$ cat config.mk
export PLATFORM = sky130hd
export DESIGN_NAME = ffsa_ctrl
export DESIGN_NICKNAME = d
export VERILOG_FILES = /design/src/hw/rtl/ffsa_pkg.sv /design/src/hw/rtl/ffsa_ctrl.sv
export SDC_FILE = /design/constraint.sdc
export NUM_CORES = 1
export LEC_CHECK = 0
export ABC_AREA = 1
export BUFFER_PORTS_ARGS = -buffer_cell sky130_fd_sc_hd__buf_2
export CELL_PAD_IN_SITES_DETAIL_PLACEMENT = 0
export CELL_PAD_IN_SITES_GLOBAL_PLACEMENT = 1
export CORE_MARGIN = 2
export CORE_UTILIZATION = 28
export DETAILED_ROUTE_END_ITERATION = 10
export PLACE_DENSITY = 0.83
export SKIP_LAST_GASP = 1
export SLEW_MARGIN = 10
export SYNTH_ARGS = -nofsm -noshare
export SYNTH_HDL_FRONTEND = slang
export SYNTH_SLANG_ARGS = --single-unit
$ cat constraint.sdc
create_clock -name clk_i -period 1.62 [get_ports clk_i]
set_input_delay 0.081 -clock clk_i [delete_from_list [all_inputs] [get_ports clk_i]]
set_output_delay 0.081 -clock clk_i [all_outputs]
set_load 0.01 [all_outputs]
$ cat src/hw/rtl/ffsa_pkg.sv
// ----------------------------------------------------------------------------
// ffsa_pkg
// Shared types and operation codes of the first-fit segment allocator.
// ----------------------------------------------------------------------------
package ffsa_pkg;

  // operation codes
  typedef enum logic [1:0] {
    OP_ALLOC = 2'd0,
    OP_FREE  = 2'd1,
    OP_CHECK = 2'd2,
    OP_BASE  = 2'd3
  } op_e;

  // datapath commands issued by the controller
  typedef enum logic [3:0] {
    CMD_NONE,
    CMD_LOAD,       // capture item, clear scan results
    CMD_OWN_SCAN,   // examine owner row at scan index
    CMD_HOLE_SCAN,  // examine hole at scan index
    CMD_ALLOC_DO,   // write owner row, trim hole
    CMD_DEL_STEP,   // move hole up by one (delete)
    CMD_INS_STEP,   // move hole down by one (insert)
    CMD_INS_PUT,    // place freed hole, release owner row
    CMD_MERGE_STEP, // examine adjacent pair at scan index
    CMD_CHECK_DO,   // finish address check
    CMD_REL_ONLY    // release owner row without a new hole
  } cmd_e;

  // control from controller to datapath
  typedef struct packed {
    cmd_e cmd;
    logic idx_clr;   // reset scan index
    logic idx_inc;   // advance scan index
    logic idx_dec;   // step scan index down
    logic idx_tot;   // load scan index with hole count
    logic idx_pos;   // load scan index with found hole
  } ffsa_ctl_t;

  // status from datapath to controller
  typedef struct packed {
    op_e  op;
    logic own_end;    // owner scan done
    logic own_hit;    // owner row found
    logic row_free;   // free owner row found
    logic hole_end;   // scan index reached hole count
    logic hole_hit;   // fitting or insert position found
    logic exact;      // found hole equals request
    logic req_zero;
    logic store_full;
    logic idx_at_pos; // insert shift reached position
    logic pair_end;   // no pair left at scan index
    logic pair_join;  // pair at scan index touches
  } ffsa_sts_t;

endpackage

$ cat src/hw/rtl/ffsa_ctrl.sv
// ----------------------------------------------------------------------------
// ffsa_ctrl
// Sequencer of the allocator: scans, shifts and merges step by step.
// ----------------------------------------------------------------------------
module ffsa_ctrl (
  input  logic               clk_i,
  input  logic               rst_ni,
  input  logic               in_valid_i,
  output logic               in_ready_o,
  output logic               out_load_o,
  input  logic               out_busy_i,
  input  ffsa_pkg::ffsa_sts_t sts_i,
  output ffsa_pkg::ffsa_ctl_t ctl_o
);

  typedef enum logic [3:0] {
    S_IDLE, S_OWN, S_HOLE, S_DECIDE, S_DEL, S_INS, S_MERGE, S_DONE
  } state_e;

  state_e state_q, state_d;

  // next state and commands
  always_comb begin
    state_d    = state_q;
    ctl_o      = '0;
    ctl_o.cmd  = ffsa_pkg::CMD_NONE;
    out_load_o = 1'b0;
    in_ready_o = 1'b0;
    unique case (state_q)
      S_IDLE: begin
        in_ready_o = 1'b1;
        if (in_valid_i) begin
          ctl_o.cmd     = ffsa_pkg::CMD_LOAD;
          ctl_o.idx_clr = 1'b1;
          state_d       = S_OWN;
        end
      end
      S_OWN: begin
        if (sts_i.own_end) begin
          ctl_o.idx_clr = 1'b1;
          if (sts_i.op == ffsa_pkg::OP_ALLOC) begin
            state_d = S_HOLE;
          end else if (sts_i.op == ffsa_pkg::OP_FREE && sts_i.own_hit) begin
            state_d = S_HOLE;
          end else begin
            ctl_o.cmd = ffsa_pkg::CMD_CHECK_DO;
            state_d   = S_DONE;
          end
        end else begin
          ctl_o.cmd     = ffsa_pkg::CMD_OWN_SCAN;
          ctl_o.idx_inc = 1'b1;
        end
      end
      S_HOLE: begin
        if (sts_i.hole_hit || sts_i.hole_end) begin
          state_d = S_DECIDE;
        end else begin
          ctl_o.cmd     = ffsa_pkg::CMD_HOLE_SCAN;
          ctl_o.idx_inc = 1'b1;
        end
      end
      S_DECIDE: begin
        if (sts_i.op == ffsa_pkg::OP_ALLOC) begin
          if (!sts_i.req_zero && sts_i.hole_hit && sts_i.row_free) begin
            ctl_o.cmd     = ffsa_pkg::CMD_ALLOC_DO;
            ctl_o.idx_pos = 1'b1;
            state_d       = sts_i.exact ? S_DEL : S_DONE;
          end else begin
            state_d = S_DONE;
          end
        end else if (sts_i.store_full) begin
          ctl_o.cmd = ffsa_pkg::CMD_REL_ONLY;
          state_d   = S_DONE;
        end else begin
          ctl_o.idx_tot = 1'b1;
          state_d       = S_INS;
        end
      end
      S_DEL: begin
        if (sts_i.hole_end) begin
          state_d = S_DONE;
        end else begin
          ctl_o.cmd     = ffsa_pkg::CMD_DEL_STEP;
          ctl_o.idx_inc = 1'b1;
        end
      end
      S_INS: begin
        if (sts_i.idx_at_pos) begin
          ctl_o.cmd     = ffsa_pkg::CMD_INS_PUT;
          ctl_o.idx_clr = 1'b1;
          state_d       = S_MERGE;
        end else begin
          ctl_o.cmd     = ffsa_pkg::CMD_INS_STEP;
          ctl_o.idx_dec = 1'b1;
        end
      end
      S_MERGE: begin
        if (sts_i.pair_end) begin
          state_d = S_DONE;
        end else begin
          ctl_o.cmd     = ffsa_pkg::CMD_MERGE_STEP;
          ctl_o.idx_inc = !sts_i.pair_join;
        end
      end
      S_DONE: begin
        if (!out_busy_i) begin
          out_load_o = 1'b1;
          state_d    = S_IDLE;
        end
      end
      default: state_d = S_IDLE;
    endcase
  end

  // state register
  always_ff @(posedge clk_i or negedge rst_ni) begin
    if (!rst_ni) begin
      state_q <= S_IDLE;
    end else begin
      state_q <= state_d;
    end
  end

`ifndef SYNTHESIS
  // a result is loaded only when the output stage is free
  a_load_free: assert property (@(posedge clk_i) disable iff (!rst_ni)
    out_load_o |-> !out_busy_i) else $error("load into busy output");
  // a new item is taken only in idle
  a_take_idle: assert property (@(posedge clk_i) disable iff (!rst_ni)
    (in_ready_o && in_valid_i) |=> state_q == S_OWN) else $error("bad start");
  // after a load the sequencer is idle again
  a_load_idle: assert property (@(posedge clk_i) disable iff (!rst_ni)
    out_load_o |=> in_ready_o) else $error("not idle after result");
`endif

endmodule

-- Yosys cells after proc, flatten, opt, wreduce, memory -nomap -nowiden
Cells that the tools add are included.
- input port bits: 17
- output and inout bits: 11
- register bits after elaboration: 4
- equality and inequality tests: 15
- muxes and demuxes: 44
- reduce and logical (&&, ||, !) cells: 9
- operator list (operator ; count):
    $mux 4 ; 15
    $pmux 4 s8 ; 1
    $pmux 4 s7 ; 1
    $eq 4x3->1 const B ; 4
    $mux 1 ; 16
    $ne 2x2->1 const B ; 7
    $mux 2 ; 6
    $mux 3 ; 3
    $eq 4x2->1 const B ; 2
    $reduce_and 7->1 ; 1
    $eq 4x1->1 const B ; 1
    $logic_not 4->1 ; 1
    $pmux 1 s4 ; 1
    $logic_and 1x1->1 ; 3
    $pmux 1 s3 ; 1
    $eq 2x1->1 const B ; 1
    $logic_not 1->1 ; 2
    $logic_not 2->1 ; 1
    $logic_or 1x1->1 ; 1

-- Depth between registers and ports, before layout
Gate-level depths: netlist of the first run.
- depth after elaboration: 6
- mapped depth: 9
- depth with buffers taken out: 9

-- Least setup slack after synthesis of the first run
OpenSTA, ideal clock, no wires.
- path kind: register to output
- from: register state_q[2]
- to: output port ctl_o[5] (netlist name)
- path slack: 0.472 ns
- cell stages (with the launch flop): 9
- arrival time: 1.067 ns
- cells stage by stage: dfrtp_1 buf_6 nor2_4 nand2_1 inv_1 nand2_1 o21ai_0 inv_1 nand4_1
- RTL lines (what ; RTL line ; RTL):
    start: declaration ; ffsa_ctrl.sv:20 ; state_e state_q, state_d;
    start signal: assignment ; ffsa_ctrl.sv:120 ; state_q <= state_d;
    end: declaration ; ffsa_ctrl.sv:13 ; output ffsa_pkg::ffsa_ctl_t ctl_o

==> impl_metrics.tcl, run 1 <==
set metrics [dict create \
    power_frac_comb_pct 70.8 \
    critPathKind "flop to output port" \
    hold_ws_ps 174 \
    drc 0 \
    final_util_pct 42.1 \
    antennaDiodeCount 0 \
    ios 28 \
    switching_share_pct 53.2 \
    synth_ff_type "dfrtp_1" \
    design_area_um2 734 \
    cts_tree "done" \
    max_freq_mhz 651 \
    die_area_mm2 0.00225 \
    cap_violations 0 \
    drive_gt1_share_pct 45.3 \
    fin_total_pwr_mw 1.26 \
    cp_slowest_cell "dfrtp_2" \
    p_leak_nw 0.449 \
    fin_crit_sh_pct 94.9 \
    wire_per_inst_um 9.90 \
    critical-path-top-delay-family "flip-flops" \
    ys_seq_area_share_pct 14.2 \
    synthMuxAreaShare_pct 0 \
    ant_nets 0 \
    worst_slew_pin_slew_ps 243 \
    avgViaCountPerCell 4.29 \
    core_mm2 0.00175 \
    numCtsBuffers 3 \
    maxSlewViolCount 0 \
    ys_seq_elements 3 \
    synth-xor-area-share_pct 0 \
    grt_pass1_wl_um 2150 \
    hold_viol_final 0 \
    dieWidth_um 47.4 \
    crit_chain "inv_2, nand2_2, nor2_4, nand2_4, nand2_4, inv_1, o211ai_1, buf_2" \
    syn_inst 85 \
    clkTransAtPathRegs_ps 40 \
    rows 15 \
    worstPathArrival_ps 1460 \
    grt_setup_unrepaired "yes" \
    worst_setup_path_end_kind "output port" \
    hp-class "input port to asynchronous set/reset pin" \
    yosys-top-cells-count "nand2_1 (22), inv_1 (14), nand3_1 (11)" \
    grt_pass1_vias 554 \
    synth_compound_area_share_pct 3.79 \
    fin_nets 135 \
    syn_to_final_growth_pct 39.1 \
    clockBufferDepth 2 \
    placed_cell_area_um2 672 \
    firstDrtPassIters 4 \
    maxSlewHeadroom_pct 83.8 \
    largest_register_ffs 3 \
    die_height_um 47.4 \
    drt-initial-drc-count 12 \
    ys.warnings.count 0 \
    cp_max_fo 6 \
    pwr-share-seq_pct 18.5 \
    synth.most_common_cell "nand2_1" \
    critPathLaunchType "flop" \
    synth_area_per_cell_um2 6.21 \
    synth_top_area_share_pct 15.6 \
    syn_area_um2 528 \
    synth_top_family_by_area "simple AND/OR/NAND/NOR gates" \
    synth.net_count 102 \
    cts_sinks 3 \
    regMostFlops "state_q" \
    vias 609 \
    fin_cells 142 \
    internal-power_mw 0.588 \
    p_clk_share_pct 10.7 \
    outcome "completed" \
    grt_usage_pct 13.8 \
    ir_drop_mv 0.640 \
    async_flop_share_pct 100 \
    largest_registers "state_q: 3 flops" \
    ys_types 19 \
    cts-root-buf "clkbuf_4" \
    cts.htree.levels 1 \
    finalSetupViolations 0 \
    antenna_found_initial 0 \
    synth_edf_count 0 \
    synth_top_area_cell "nand2_1" \
    critical_path_buf_inv_count 3 \
    yosys-top-cells-area "nand2_1 (16%), dfrtp_1 (14%), nand3_1 (10%), inv_1 (10%), nand2_4 (8.5%)" \
    gp_congestion 0.749 \
    cpPeakStageDelay_ps 440 \
    grt_max_degree 9 \
    power.density_mw_per_mm2 1710 \
    synthAdderAreaFrac_pct 0 \
    synth_simple_gate_area_share_pct 65.9 \
    switchingPower_mw 0.668 \
    worstPathRequired_ps 1540 \
    dpl.hpwl_um 1190 \
    start_util_pct 30.3 \
    cpMostUsedCell "nand2_4" \
    finClkSkew_ps 5.09 \
    dp_cells 135 \
    grt_remaining_overflow 0 \
    insertion_delay_ps 230 \
    drt-total-wl_um 1410 \
    finalCriticalPeriod_ps 1540 \
    port_buffers 27 \
]
## through the flow
stage / worst slack (ps) / TNS [ps]
CTS: 9.26 / 0
floorplan: 472 / 0
global route: -3.42 / -3.42
global placement: 216 / 0
finish: 82.9 / 0
detailed placement: 207 / 0
## power groups by stage
stage                     Combinational (mW)  Sequential (mW)  Clock [mW]
after floorplan                        0.747            0.147           0
after global placement                 0.831            0.230           0
after detailed placement               0.830            0.232           0
after CTS                              0.834            0.237       0.137
after global routing                   0.988            0.241       0.146
final                                  0.889            0.233       0.135
## timing repair
item	in CTS	in global routing
resized for setup	2	3
endpoints found under the hold margin	3	0
buffers inserted	0	2
hold buffers	1	0
endpoints found under the setup margin	2	3
## layer usage
metal | wire [um] | track usage (%) | vias up | share of wire, %
li1 | - | - | 328 | -
met5 | 0 | 0 | - | 0
met4 | 0 | 6.67 | 0 | 0
met1 | 616 | 15.1 | 267 | 44
met2 | 733 | 26.2 | 14 | 52
met3 | 56 | 1.13 | 0 | 4.0
## cells by family (layout without fill, tap and decap cells)
kind of cell,after synthesis,in the layout
buf+inv,18,50
compound gates,3,3
flops,3,3
simple gates,61,61
## worst paths after layout
kind                            start    endpoint  slack [ps]  depth (start not counted)
min reg2reg                state_q[0]  state_q[0]         600                          2
max                        state_q[1]    ctl_o[3]          80                          8
min in group clk_i           sts_i[4]  state_q[0]         310                          7
max in group asynchronous      rst_ni  state_q[2]        1320                          2
min                            rst_ni  state_q[0]         170                          2
max reg2reg                state_q[0]  state_q[1]         340                          7
## layout by cell type, fill, tap and decap left out, drive strengths merged, types with 2 or more instances in the layout
master and n:
inv 16, nand4 3, buf 29, dfrtp 3, nor2 14, nor3 2
clkbuf 4, nand3 11, nand2 30
## final cells by class
class                           count  area, um2
Tap cell                           25       31.3
Inverter                           16       62.6
Sequential cell                     3       78.8
Clock buffer                        4       26.3
Timing Repair Buffer               30        160
Multi-Input combinational cell     64        375
Fill cell                         190       1010
No activity file was read; power rests on OpenSTA's default activity.
==> inputs of run 2 (changes only) <==
CELL_PAD_IN_SITES_DETAIL_PLACEMENT = not set   (was 0)
CELL_PAD_IN_SITES_GLOBAL_PLACEMENT = not set   (was 1)
CORE_UTILIZATION = 35   (was 28)
PLACE_DENSITY = 0.71   (was 0.83)
==> run 2 against run 1 <==
  * Core utilization rose by 9.2 points
  * Routed wire length rose by 6.3%
  * Global-route usage rose by 2.7 points
  * Register-to-register slack got worse by 70 ps
  * Power rose by 7.8%
  * Sequential power rose by 2%
  * Critical path type unchanged
  * Worst setup slack got worse by 13 ps
  * Sequential cell count did not move
  * Via count rose by 5.6%
  * Die area fell by 18%
==> impl_metrics.tcl, run 2 (synthesis results as in run 1) <==
set metrics [dict create \
    p_leak_nw 0.464 \
    startpoint "state_q[2]" \
    cts-root-buf "clkbuf_4" \
    critPathLaunchType "flop" \
    wire_per_inst_um 11.0 \
    finalCriticalPeriod_ps 1550 \
    grt_max_degree 9 \
    r2r_setup_slack_ps 270 \
    worst_slew_pin_slew_ps 247 \
    max_freq_mhz 645 \
    largest_register_ffs 3 \
    final_util_pct 51.3 \
    ir_drop_mv 0.658 \
    grt_pass1_vias 594 \
    fin_crit_sh_pct 95.7 \
    firstDrtPassIters 4 \
    antenna_found_initial 0 \
    drive_gt1_share_pct 46.7 \
    port_buffers 27 \
    final_cell_mix "buf_2 (27), nand2_1 (22), inv_1 (14), nand3_1 (11), nor2_1 (6)" \
    finalSetupViolations 0 \
    cp_slowest_cell "dfrtp_2" \
    crit_chain "nor2_4, nand2_1, inv_1, nand2_1, o21ai_1, inv_1, nand4_1, buf_2" \
    dieWidth_um 42.8 \
    worstPathArrival_ps 1470 \
    detailedPlace.worstSlack_ps 240 \
    ant_nets 0 \
    gp_congestion 0.794 \
    hold_viol_final 0 \
    cpPeakStageDelay_ps 490 \
    start_util_pct 36.3 \
    cts.htree.levels 1 \
    die_area_mm2 0.00184 \
    maxSlewHeadroom_pct 83.5 \
    dpl.hpwl_um 1170 \
    final_common_cell "buf_2" \
    drc 0 \
    cap_violations 0 \
    die_height_um 42.8 \
    dp_cells 126 \
    drt-total-wl_um 1500 \
    drt-initial-drc-count 11 \
    clkTransAtPathRegs_ps 40 \
    cts_sinks 3 \
    totalNegativeSetupSlack_ps 0 \
    grt_usage_pct 16.4 \
    clockBufferDepth 2 \
    worst_setup_path_end_kind "output port" \
    antennaDiodeCount 0 \
    critPathKind "flop to output port" \
    power.density_mw_per_mm2 1820 \
    finClkSkew_ps 2.35 \
    fin_nets 138 \
    worstPathRequired_ps 1540 \
    cts_tree "done" \
    outcome "completed" \
    rows 14 \
    hp-class "input port to asynchronous set/reset pin" \
    ios 28 \
    vias 643 \
    fin_cells 136 \
    avgViaCountPerCell 4.73 \
    rr_startpoint "state_q[0]" \
    maxSlewViolCount 0 \
    largest_registers "state_q: 3 flops" \
    grt_remaining_overflow 0 \
    grt_pass1_wl_um 2350 \
    setup_slack_ps 70.0 \
    syn_to_final_growth_pct 41.2 \
    insertion_delay_ps 250 \
    numCtsBuffers 3 \
    cp_max_fo 8 \
    regMostFlops "state_q" \
    core_mm2 0.00145 \
]
run 2: final cells by class:
| cell class | count | area, um2 |
|---|---|---|
| sequential | 3 | 78.8 |
| clock buffer | 4 | 26.3 |
| fill | 147 | 708 |
| tap | 16 | 20.0 |
| multi-input combinational | 64 | 375 |
| inverter | 16 | 62.6 |
| timing repair buffer | 33 | 183 |
run 2: metrics by stage:
step / hold slack (ps) / instance area, um2 / total power, mW
after detailed placement: -118 / 661 / 1.07
final: 162 / 746 / 1.35
after floorplan: -215 / 528 / 0.894
after global placement: -124 / 661 / 1.04
after CTS: 174 / 699 / 1.23
after global routing: 175 / 746 / 1.47
run 2: per-layer routing:
| layer | routed length [um] | up-vias | GRT usage [%] |
|---|---|---|---|
| met4 | 35 | 0 | 7.50 |
| li1 | - | 335 | - |
| met3 | 43 | 4 | 0.851 |
| met2 | 809 | 15 | 30.0 |
| met5 | 0 | - | 0 |
| met1 | 607 | 289 | 19.3 |
run 2: path summary, 6_finish.rpt:
| path | to | depth (start not counted) |
|---|---|---|
| setup / recovery | ctl_o[5] | 8 |
| hold / removal | state_q[2] | 2 |
| setup reg to reg | state_q[0] | 7 |
| hold reg to reg | state_q[0] | 2 |
| max in group asynchronous | state_q[1] | 2 |
| min in group clk_i | state_q[0] | 5 |
run 2: power by group:
group | switching [mW] | leakage [nW] | internal [mW]
combinational | 0.558 | 0.417 | 0.413
sequential | 0.110 | 0.0322 | 0.127
clock | 0.0534 | 0.0150 | 0.0932
run 2: critical path, delay by kind of cell (launching register included):
family / cells / cell delay, ps
buffers and inverters: 3 / 270
AOI/OAI and AO/OA: 1 / 60
and+or+nand+nor: 4 / 390
DFF: 1 / 490
run 2: repair_timing:
action	CTS	global route
setup endpoints to repair	3	5
resized for setup	2	4
hold endpoints to repair	3	0
setup buffers	0	5
pin swaps	0	2
hold buffers	1	0
cloned	0	0
